<file path="src/hdl/bol_pkg.sv">
// Types, constants and address helpers of the bounded ordered list unit.
`default_nettype none

package bol_pkg;

    localparam int DEPTH      = 32;
    localparam int AW         = $clog2(DEPTH);
    localparam int CW         = $clog2(DEPTH + 1);
    localparam int VAL_W      = 32;
    localparam int POS_W      = 6;
    localparam int LEN_W      = 6;
    localparam int ACT_W      = 2;
    localparam int CMP_W      = (CW > POS_W) ? CW : POS_W;
    localparam int IN_DATA_W  = ((VAL_W + POS_W + 7) / 8) * 8;
    localparam int OUT_DATA_W = ((VAL_W + LEN_W + 7) / 8) * 8;

    typedef logic [AW-1:0] addr_t;
    typedef logic [CW-1:0] cnt_t;

    typedef enum logic [ACT_W-1:0] {
        ACT_PUSH_BACK  = 2'd0,
        ACT_PUSH_FRONT = 2'd1,
        ACT_REMOVE     = 2'd2,
        ACT_DUMP       = 2'd3
    } action_t;

    typedef enum logic [1:0] {
        ST_IDLE,
        ST_SH_RD,
        ST_SH_WR,
        ST_DUMP
    } state_t;

    // Circular add of a logical offset to the head slot
    function automatic addr_t wrap_add(addr_t base, addr_t off);
        logic [AW:0] sum;
        sum = {1'b0, base} + {1'b0, off};
        if (sum >= (AW+1)'(DEPTH))
        begin
            sum = sum - (AW+1)'(DEPTH);
        end
        return sum[AW-1:0];
    endfunction

    // Circular step back from the head slot
    function automatic addr_t wrap_dec(addr_t a);
        addr_t res;
        if (a == '0)
        begin
            res = AW'(DEPTH - 1);
        end
        else
        begin
            res = a - 1'b1;
        end
        return res;
    endfunction

endpackage

`default_nettype wire

</file>
<file path="src/hdl/bol_ram.sv">
// Generic simple dual-port RAM with one write port and a registered read port.
`default_nettype none

module bol_ram #(
    parameter int WIDTH = 32,
    parameter int DEPTH = 32
) (
    input  wire logic                     clk,
    input  wire logic                     we,
    input  wire logic [$clog2(DEPTH)-1:0] waddr,
    input  wire logic [WIDTH-1:0]         wdata,
    input  wire logic                     re,
    input  wire logic [$clog2(DEPTH)-1:0] raddr,
    output logic      [WIDTH-1:0]         rdata
);

    logic [WIDTH-1:0] mem [DEPTH];

    // Write port
    always_ff @(posedge clk)
    begin
        if (we)
        begin
            mem[waddr] <= wdata;
        end
    end

    // Registered read, held while re is low
    always_ff @(posedge clk)
    begin
        if (re)
        begin
            rdata <= mem[raddr];
        end
    end

endmodule

`default_nettype wire

</file>
<file path="src/hdl/bounded_ordered_list_unit.sv">
// Top level: ordered list of signed values kept as a ring in one RAM.
// Insert at back or front: result registered the next cycle.
// Remove at position p of length n: one RAM read then one write for each of the n-p
// entries moved; removing the last entry or a failed remove moves nothing.
// Dump of n entries: n results from the RAM read port, one per cycle while the output is not stalled.
// Reset (rst_n low, async) empties the list; RAM contents stay undefined.
`default_nettype none

module bounded_ordered_list_unit (
    input  wire logic                             clk,
    input  wire logic                             rst_n,
    input  wire logic                             s_tvalid,
    output logic                                  s_tready,
    input  wire logic [bol_pkg::IN_DATA_W-1:0]    s_tdata,   // value, position, zero pad
    input  wire logic [bol_pkg::ACT_W-1:0]        s_tuser,   // action
    output logic                                  m_tvalid,
    input  wire logic                             m_tready,
    output logic      [bol_pkg::OUT_DATA_W-1:0]   m_tdata,   // element, length, zero pad
    output logic      [0:0]                       m_tuser,   // ok
    output logic                                  m_tlast
);

    import bol_pkg::*;

    state_t            state_reg, state_next;
    addr_t             head_reg, head_next;
    cnt_t              count_reg, count_next;
    addr_t             idx_reg, idx_next;
    logic              out_valid_reg, out_valid_next;
    logic              out_ok_reg, out_ok_next;
    logic [VAL_W-1:0]  out_elem_reg, out_elem_next;
    logic              out_last_reg, out_last_next;
    logic [LEN_W-1:0]  out_len_reg, out_len_next;

    logic              ram_we;
    addr_t             ram_waddr;
    logic [VAL_W-1:0]  ram_wdata;
    logic              ram_re;
    addr_t             ram_raddr;
    logic [VAL_W-1:0]  ram_rdata;

    action_t           in_action;
    logic [VAL_W-1:0]  in_value;
    logic [POS_W-1:0]  in_pos;
    logic              in_fire;
    logic              out_free;
    logic              full;
    logic              pos_ok;
    logic [CMP_W-1:0]  pos_ext;
    logic [CMP_W-1:0]  cnt_ext;
    logic [CMP_W-1:0]  pos_m1;
    logic              dump_last;

    // List storage
    bol_ram #(
        .WIDTH (VAL_W),
        .DEPTH (DEPTH)
    ) u_ram (
        .clk   (clk),
        .we    (ram_we),
        .waddr (ram_waddr),
        .wdata (ram_wdata),
        .re    (ram_re),
        .raddr (ram_raddr),
        .rdata (ram_rdata)
    );

    // Unpack input transaction
    assign in_action = action_t'(s_tuser);
    assign in_value  = s_tdata[VAL_W-1:0];
    assign in_pos    = s_tdata[VAL_W+POS_W-1:VAL_W];

    assign out_free = !out_valid_reg || m_tready;
    assign s_tready = (state_reg == ST_IDLE) && out_free;
    assign in_fire  = s_tvalid && s_tready;

    assign full      = (count_reg == CW'(DEPTH));
    assign pos_ext   = CMP_W'(in_pos);
    assign cnt_ext   = CMP_W'(count_reg);
    assign pos_ok    = (pos_ext != '0) && (pos_ext <= cnt_ext);
    assign pos_m1    = pos_ext - 1'b1;
    assign dump_last = ((CW'(idx_reg) + 1'b1) == count_reg);

    // Sequence list operations; RAM accesses never overlap on one entry
    always_comb
    begin
        state_next     = state_reg;
        head_next      = head_reg;
        count_next     = count_reg;
        idx_next       = idx_reg;
        out_valid_next = out_valid_reg && !m_tready;
        out_ok_next    = out_ok_reg;
        out_elem_next  = out_elem_reg;
        out_last_next  = out_last_reg;
        out_len_next   = out_len_reg;
        ram_we         = 1'b0;
        ram_waddr      = head_reg;
        ram_wdata      = in_value;
        ram_re         = 1'b0;
        ram_raddr      = head_reg;

        unique case (state_reg)
            ST_IDLE:
            begin
                if (in_fire)
                begin
                    unique case (in_action)
                        ACT_PUSH_BACK:
                        begin
                            out_valid_next = 1'b1;
                            out_ok_next    = !full;
                            out_elem_next  = '0;
                            out_last_next  = 1'b1;
                            out_len_next   = LEN_W'(count_reg);
                            if (!full)
                            begin
                                ram_we       = 1'b1;
                                ram_waddr    = wrap_add(head_reg, count_reg[AW-1:0]);
                                count_next   = count_reg + 1'b1;
                                out_len_next = LEN_W'(count_reg + 1'b1);
                            end
                        end
                        ACT_PUSH_FRONT:
                        begin
                            out_valid_next = 1'b1;
                            out_ok_next    = !full;
                            out_elem_next  = '0;
                            out_last_next  = 1'b1;
                            out_len_next   = LEN_W'(count_reg);
                            if (!full)
                            begin
                                ram_we       = 1'b1;
                                ram_waddr    = wrap_dec(head_reg);
                                head_next    = wrap_dec(head_reg);
                                count_next   = count_reg + 1'b1;
                                out_len_next = LEN_W'(count_reg + 1'b1);
                            end
                        end
                        ACT_REMOVE:
                        begin
                            if (!pos_ok)
                            begin
                                out_valid_next = 1'b1;
                                out_ok_next    = 1'b0;
                                out_elem_next  = '0;
                                out_last_next  = 1'b1;
                                out_len_next   = LEN_W'(count_reg);
                            end
                            else if (pos_ext == cnt_ext)
                            begin
                                // drop the last entry, nothing to move
                                count_next     = count_reg - 1'b1;
                                out_valid_next = 1'b1;
                                out_ok_next    = 1'b1;
                                out_elem_next  = '0;
                                out_last_next  = 1'b1;
                                out_len_next   = LEN_W'(count_reg - 1'b1);
                            end
                            else
                            begin
                                idx_next   = pos_m1[AW-1:0];
                                state_next = ST_SH_RD;
                            end
                        end
                        ACT_DUMP:
                        begin
                            if (count_reg == '0)
                            begin
                                out_valid_next = 1'b1;
                                out_ok_next    = 1'b0;
                                out_elem_next  = '0;
                                out_last_next  = 1'b1;
                                out_len_next   = '0;
                            end
                            else
                            begin
                                ram_re     = 1'b1;
                                ram_raddr  = head_reg;
                                idx_next   = '0;
                                state_next = ST_DUMP;
                            end
                        end
                        default:
                        begin
                        end
                    endcase
                end
            end
            ST_SH_RD:
            begin
                // fetch the entry after the gap
                ram_re     = 1'b1;
                ram_raddr  = wrap_add(head_reg, idx_reg + 1'b1);
                state_next = ST_SH_WR;
            end
            ST_SH_WR:
            begin
                // close the gap by one slot
                ram_we    = 1'b1;
                ram_waddr = wrap_add(head_reg, idx_reg);
                ram_wdata = ram_rdata;
                idx_next  = idx_reg + 1'b1;
                if (({1'b0, CW'(idx_reg)} + 2'd2) < {1'b0, count_reg})
                begin
                    state_next = ST_SH_RD;
                end
                else
                begin
                    count_next     = count_reg - 1'b1;
                    out_valid_next = 1'b1;
                    out_ok_next    = 1'b1;
                    out_elem_next  = '0;
                    out_last_next  = 1'b1;
                    out_len_next   = LEN_W'(count_reg - 1'b1);
                    state_next     = ST_IDLE;
                end
            end
            ST_DUMP:
            begin
                // hold read data until the output stage frees up
                if (out_free)
                begin
                    out_valid_next = 1'b1;
                    out_ok_next    = 1'b1;
                    out_elem_next  = ram_rdata;
                    out_last_next  = dump_last;
                    out_len_next   = LEN_W'(count_reg);
                    if (dump_last)
                    begin
                        state_next = ST_IDLE;
                    end
                    else
                    begin
                        idx_next  = idx_reg + 1'b1;
                        ram_re    = 1'b1;
                        ram_raddr = wrap_add(head_reg, idx_reg + 1'b1);
                    end
                end
            end
            default:
            begin
                state_next = ST_IDLE;
            end
        endcase
    end

    // Control state
    always_ff @(posedge clk or negedge rst_n)
    begin
        if (!rst_n)
        begin
            state_reg     <= ST_IDLE;
            head_reg      <= '0;
            count_reg     <= '0;
            idx_reg       <= '0;
            out_valid_reg <= 1'b0;
        end
        else
        begin
            state_reg     <= state_next;
            head_reg      <= head_next;
            count_reg     <= count_next;
            idx_reg       <= idx_next;
            out_valid_reg <= out_valid_next;
        end
    end

    // Output payload
    always_ff @(posedge clk)
    begin
        out_ok_reg   <= out_ok_next;
        out_elem_reg <= out_elem_next;
        out_last_reg <= out_last_next;
        out_len_reg  <= out_len_next;
    end

    // Pack output transaction
    assign m_tvalid = out_valid_reg;
    assign m_tdata  = {{(OUT_DATA_W - VAL_W - LEN_W){1'b0}}, out_len_reg, out_elem_reg};
    assign m_tuser  = out_ok_reg;
    assign m_tlast  = out_last_reg;

endmodule

`default_nettype wire

</file>
<file path="config.mk">
export PLATFORM = sky130hd
export DESIGN_NAME = bounded_ordered_list_unit
export DESIGN_NICKNAME = d
export VERILOG_FILES = /design/src/hdl/bol_pkg.sv /design/src/hdl/bol_ram.sv /design/src/hdl/bounded_ordered_list_unit.sv
export SDC_FILE = /design/constraint.sdc
export NUM_CORES = 1
export LEC_CHECK = 0
export BUFFER_PORTS_ARGS = -buffer_cell sky130_fd_sc_hd__buf_2
export CORE_ASPECT_RATIO = 0.7
export CORE_MARGIN = 1.5
export CORE_UTILIZATION = 50
export CTS_CLUSTER_SIZE = 12
export DETAILED_ROUTE_END_ITERATION = 8
export PLACE_DENSITY = 0.76
export SETUP_SLACK_MARGIN = 0.2
export SLEW_MARGIN = 10
export SYNTH_ARGS = -nofsm -noshare
export SYNTH_HDL_FRONTEND = slang
export SYNTH_SLANG_ARGS = --single-unit
export TNS_END_PERCENT = 1
</file>
<file path="constraint.sdc">
create_clock -name clk -period 5.81 [get_ports clk]
set_input_delay 0.2905 -clock clk [delete_from_list [all_inputs] [get_ports clk]]
set_output_delay 0.2905 -clock clk [all_outputs]
set_load 0.02 [all_outputs]
</file>
==> results of run 1 <==
-- area by class of cell --
type	count	area (sq um)	share of cell area
Sequential cell	1115	33400	0.661
Multi-Input combinational cell	1336	11100	0.219
Clock buffer	131	2780	0.0549
Tap cell	1222	1530	0.0302
Timing Repair Buffer	194	1340	0.0264
Inverter	84	315	0.00624
Clock inverter	11	103	0.00203
Antenna cell	2	5.00	0.0000990
-- per-stage QoR --
step / hold slack, ps / worst slack [ps]
6_report: 57.2 / 769
5_1_grt: 62.5 / 532
3_3_place_gp: 289 / 1080
2_1_floorplan: -5.09 / 200
4_1_cts: 25.5 / 897
3_5_place_dp: 295 / 921
-- metal layers --
layer,track usage,vias to the layer above
li1,-,10860
met3,0.0555,236
met4,0.0776,0
met5,0,-
met2,0.377,1773
met1,0.371,13371
-- final timing paths --
path	from	endpoint	slack (ps)	depth (start not counted)
min	s_tuser[0]	head_reg[2]$_DFFE_PN0P_	60	3
min in group asynchronous	rst_n	head_reg[3]$_DFFE_PN0P_	150	2
max	cnt_ext[1]$_DFFE_PN0P_	u_ram.mem[26][17]$_DFFE_PP_	770	13
max reg2reg	cnt_ext[1]$_DFFE_PN0P_	u_ram.mem[26][17]$_DFFE_PP_	770	13
min reg2reg	u_ram.rdata[14]$_DFFE_PP_	out_elem_reg[14]$_SDFFCE_PN0P_	600	1
max in group asynchronous	rst_n	state_reg[1]$_DFFE_PN0P_	5240	2
-- cells by family after synthesis --
kind of cell    synth area share
compound gates            0.0587
other cells            0.0000826
simple gates              0.0664
flops                      0.735
buf+inv                   0.0265
fa+ha+maj                0.00986
xor+xnor                 0.00802
mux                       0.0952
-- critical path, stage by stage, from the launching register on --
cell      delay (ps)
dfrtp_1          460
inv_1            300
ha_1             330
or3b_1           500
nor3_1           680
buf_4            240
o41ai_1           60
o31ai_1          120
o22ai_1          120
o311ai_1         340
o21a_1           240
nand2_1          290
nor3_2           340
buf_4            620
-- cells in the mapped netlist, drive strengths merged, types with 2 or more instances --
| cell | n | area share |
|---|---|---|
| o22ai | 39 | 0.0055 |
| and4 | 2 | 0.00039 |
| o21a | 8 | 0.0013 |
| mux2i | 67 | 0.015 |
| xnor2 | 28 | 0.0054 |
| o311ai | 2 | 0.00039 |
| nor2 | 39 | 0.0036 |
| o31ai | 4 | 0.00066 |
| inv | 82 | 0.0068 |
| and3 | 66 | 0.0091 |
| o32ai | 2 | 0.00039 |
| nand4 | 3 | 0.00074 |
| dfrtp | 19 | 0.010 |
| mux4 | 160 | 0.079 |
| xor2 | 11 | 0.0021 |
| and2 | 3 | 0.00041 |
| clkbuf | 102 | 0.0085 |
| a21boi | 2 | 0.00033 |
| a21oi | 64 | 0.0071 |
| o21ai | 57 | 0.0065 |
| buf | 70 | 0.011 |
| nand2b | 11 | 0.0015 |
| a31oi | 3 | 0.00041 |
| a221oi | 2 | 0.00039 |
| nor2b | 7 | 0.00096 |
| nor3 | 107 | 0.012 |
| nand2 | 335 | 0.028 |
| mux2 | 3 | 0.00074 |
| or2 | 3 | 0.00041 |
| a21o | 5 | 0.00083 |
| edfxtp | 1096 | 0.72 |
| nand3 | 79 | 0.0087 |
| or3 | 3 | 0.00041 |
| clkinv | 2 | 0.00017 |
| a211oi | 100 | 0.017 |
| a2111oi | 33 | 0.0091 |
| o221ai | 34 | 0.0066 |
| fa | 3 | 0.0013 |
| o21bai | 2 | 0.00033 |
| ha | 31 | 0.0085 |
-- what timing repair did --
item | in CTS | in global routing
gates resized for setup | 0 | 0
hold endpoints to repair | 20 | 0
hold buffers | 2 | 0
==> results.json, run 1 <==
{
  "dominantRegCellSynth": "edfxtp_1",
  "start_util": 0.504,
  "cts_tree": "yes",
  "die_area_sq_um": 92700,
  "drtAntennaViolNets": 0,
  "clk_path_buf_depth": 3,
  "nNetsFinal": 2916,
  "portBuffers": 85,
  "synth_edf_count": 1096,
  "gp_congestion": 0.877,
  "setup_viol": 0,
  "slew_headroom": 0.162,
  "clock_sinks": 1115,
  "final_common_cell": "edfxtp_1",
  "finalMaxSlewViolations": 0,
  "cp-end-kind": "flip-flop",
  "fin_cells": 4095,
  "nFillCells": 6610,
  "dr.pass1.iters": 6,
  "drive_gt1_frac": 0.192,
  "critPathRequiredTime_ps": 6110,
  "rows": 92,
  "fmax_mhz": 198,
  "utilization": 0.562,
  "die-width_um": 363,
  "hold_path.class": "input port to flip-flop",
  "wl_met3_um": 14200,
  "vias": 26240,
  "postLayoutCellArea_sq_um": 50500,
  "rsz0062_at_grt": "false",
  "syn-cell-area_sq_um": 45400,
  "die_height_um": 255,
  "drt-met1-wl_um": 46700,
  "maxUsedRoutingLayer": "met4",
  "cts-root-buf": "clkbuf_16",
  "core_area_sq_um": 90000,
  "wl_per_cell_um": 28.5,
  "status": "finished, final reports clean",
  "finalHoldViolCount": 0,
  "synth.distinct_cells": 76,
  "drt-total-wl_um": 117000,
  "met2_length_um": 52300,
  "ys_ff_latch": 1115,
  "clock_latency_ps": 690,
  "skew_ps": 41.0,
  "worst_slew_pin_slew_ps": 1250,
  "timing.final.crit_share": 0.868,
  "critPathKind": "flip-flop to flip-flop",
  "viasPerCell": 6.41,
  "drc": 0,
  "numCtsBuffers": 105,
  "postCtsSetupBuffers": 0,
  "fin_setup_tns_ps": 0,
  "area_delta_synth_final_pct": 11.3,
  "gr-total-overflow": 0,
  "final.min_clock_period_ps": 5040,
  "placed_cell_area_sq_um": 47600,
  "cp-start-kind": "flip-flop",
  "grt_pass1_vias": 25542,
  "grt_max_degree": 93,
  "synth_cells": 2706,
  "htreeDepth": 3,
  "dp.cells": 3949,
  "final_cell_mix": "1,096 x edfxtp_1, 333 x nand2_1, 160 x mux4_2, 106 x clkbuf_16, 100 x buf_4",
  "worstPathMaxFanout": 30,
  "syn_avg_cell_area_sq_um": 16.8,
  "yosysWarnings": 0,
  "grt_first_pass_wirelength_um": 169000,
  "grt_usage": 0.252,
  "cap_violations": 0,
  "drt_iter0_markers": 4139,
  "seq_area_frac_synth": 0.735,
  "clk_pin_slew_worst_paths_ps": 60,
  "antenna_found_initial": 2,
  "pin_count": 90,
  "synth-async-reset-ratio": 0.0170,
  "crit_arrival_ps": 5340,
  "post-dp-hpwl_um": 67200,
  "largest_reg_flops": 1024
}
Power of run 1 is not shown: default switching activity piles up to over one toggle a cycle in this logic, so the estimate is an artifact.
==> run 2, diff against run 1 <==
- CORE_UTILIZATION: 50 -> 40
- PLACE_DENSITY: 0.76 -> 0.65
==> results.json, run 2 (synthesized netlist as in run 1, its figures left out) <==
{
  "crit_start": "cnt_ext[1]$_DFFE_PN0P_",
  "postCtsSetupBuffers": 0,
  "top_usage_layer": "met1",
  "cts_tree": "yes",
  "worst_slew_pin_slew_ps": 1170,
  "crit_family": "simple AND/OR/NAND/NOR gates",
  "critPathKind": "flip-flop to flip-flop",
  "clock_sinks": 1115,
  "skew_ps": 40.3,
  "slew_headroom": 0.219,
  "fin_setup_tns_ps": 0,
  "wl_per_cell_um": 26.8,
  "rows": 103,
  "start_util": 0.403,
  "hp-start": "s_tuser[0]",
  "final.min_clock_period_ps": 4780,
  "clock_latency_ps": 720,
  "dr.pass1.iters": 5,
  "vias": 25309,
  "portBuffers": 85,
  "critPathRequiredTime_ps": 6150,
  "met1_usage": 0.322,
  "cts_hold_buf": 2,
  "drive_gt1_frac": 0.191,
  "ff2ff_path_depth": 12,
  "die_height_um": 285,
  "antenna_found_initial": 0,
  "cap_violations": 0,
  "grtUsageMet3": 0.0470,
  "area_delta_synth_final_pct": 12.3,
  "status": "finished, final reports clean",
  "nNetsFinal": 2914,
  "gr-total-overflow": 0,
  "clk_pin_slew_worst_paths_ps": 70,
  "drt_iter0_markers": 3603,
  "hold_path.class": "input port to flip-flop",
  "finalMaxSlewViolations": 0,
  "cp.depth": 12,
  "timing.final.crit_share": 0.822,
  "die_area_sq_um": 116000,
  "finalHoldViolCount": 0,
  "cts-root-buf": "clkbuf_16",
  "cp_common_cell": "nand2_1",
  "core_area_sq_um": 113000,
  "vdd_ir_drop_max_v": 0.000853,
  "antenna_cells": 0,
  "numCtsBuffers": 105,
  "crit_buf_inv": 2,
  "clk_path_buf_depth": 3,
  "largest_reg_flops": 1024,
  "drt-total-wl_um": 118000,
  "met2_usage": 0.285,
  "cp_cell_sequence": "inv_1 -> ha_1 -> or3b_1 -> or3_1 -> nand3_1 -> nand2_1 -> a311o_1 -> a21oi_1 -> a21boi_1 -> nand2_1 -> nor3_2 -> buf_4",
  "drtAntennaViolNets": 0,
  "grt_max_degree": 131,
  "setup_viol": 0,
  "pin_count": 90,
  "cts-resized-gates": 0,
  "p_leak_uw": 0.0171,
  "post-dp-hpwl_um": 67100,
  "cp-start-kind": "flip-flop",
  "cp-end-kind": "flip-flop",
  "drc": 0,
  "critical_path.slowest_cell": "or3_1",
  "viasPerCell": 5.76,
  "gp_congestion": 0.823,
  "rsz0062_at_grt": "false",
  "grt_pass1_vias": 24011,
  "crit_arrival_ps": 5110,
  "worstPathMaxFanout": 20,
  "whs_path_depth": 3,
  "power_density_nw_per_um2": 650,
  "final_common_cell": "edfxtp_1",
  "grt_first_pass_wirelength_um": 171000,
  "grt_usage": 0.203,
  "die-width_um": 406,
  "fmax_mhz": 209,
  "htreeDepth": 3,
  "whs_ps": 61.8,
  "final_cell_mix": "1,096 x edfxtp_1, 331 x nand2_1, 160 x mux4_2, 106 x clkbuf_16, 99 x a211oi_1",
  "slowest_delay_ps": 550,
  "r2r_start": "cnt_ext[1]$_DFFE_PN0P_"
}
==> run 2: area by class of cell <==
type	count	area [sq um]
clock buffers	136	2780
clock inverters	10	158
fillers	9670	61600
inverters	84	315
multi-input cells	1336	11100
flip-flops and latches	1115	33400
well taps	1522	1900
repair buffers	192	1360
==> run 2: power breakdown <==
| part | leakage, uW | internal [uW] | total, uW | switching, uW |
|---|---|---|---|---|
| sequential | 0.0101 | 11000 | 11500 | 474 |
| combinational | 0.00553 | 5620 | 15400 | 9800 |
| clock | 0.00142 | 3360 | 6220 | 2860 |
==> run 2: worst register-to-register path, stage by stage (launching register included) <==
cell	delay, ps
dfrtp_1	470
inv_1	310
ha_1	320
or3b_1	470
or3_1	550
nand3_1	170
nand2_1	80
a311o_1	350
a21oi_1	270
a21boi_1	260
nand2_1	330
nor3_2	320
buf_4	510
==> run 2: worst paths after layout <==
| path | slack (ps) | endpoint |
|---|---|---|
| max in group asynchronous | 5280 | state_reg[0]$_DFFE_PN0P_ |
| setup / recovery | 1030 | u_ram.mem[14][18]$_DFFE_PP_ |
| hold reg to reg | 590 | out_elem_reg[28]$_SDFFCE_PN0P_ |
| setup reg to reg | 1030 | u_ram.mem[14][18]$_DFFE_PP_ |
| hold / removal | 60 | head_reg[0]$_DFFE_PN0P_ |
| min in group asynchronous | 120 | cnt_ext[3]$_DFFE_PN0P_ |
==> run 2: through the flow <==
step	instances	total power (uW)	utilization	setup slack, ps	cell area, sq um
2_1_floorplan	2707	22300	-	200	45400
3_3_place_gp	4247	26900	0.427	1140	48100
3_5_place_dp	4247	27100	0.427	1130	48100
4_1_cts	4395	33300	0.453	1110	51000
5_1_grt	4395	34800	0.453	844	51000
6_report	4395	33100	0.453	1030	51000
==> run 2: metal layers <==
metal	vias to the layer above	share of wire
met1	13076	0.46
met3	152	0.10
met5	-	0
li1	10854	-
met2	1227	0.43
met4	0	0.017
No activity file was read; power rests on OpenSTA's default activity.
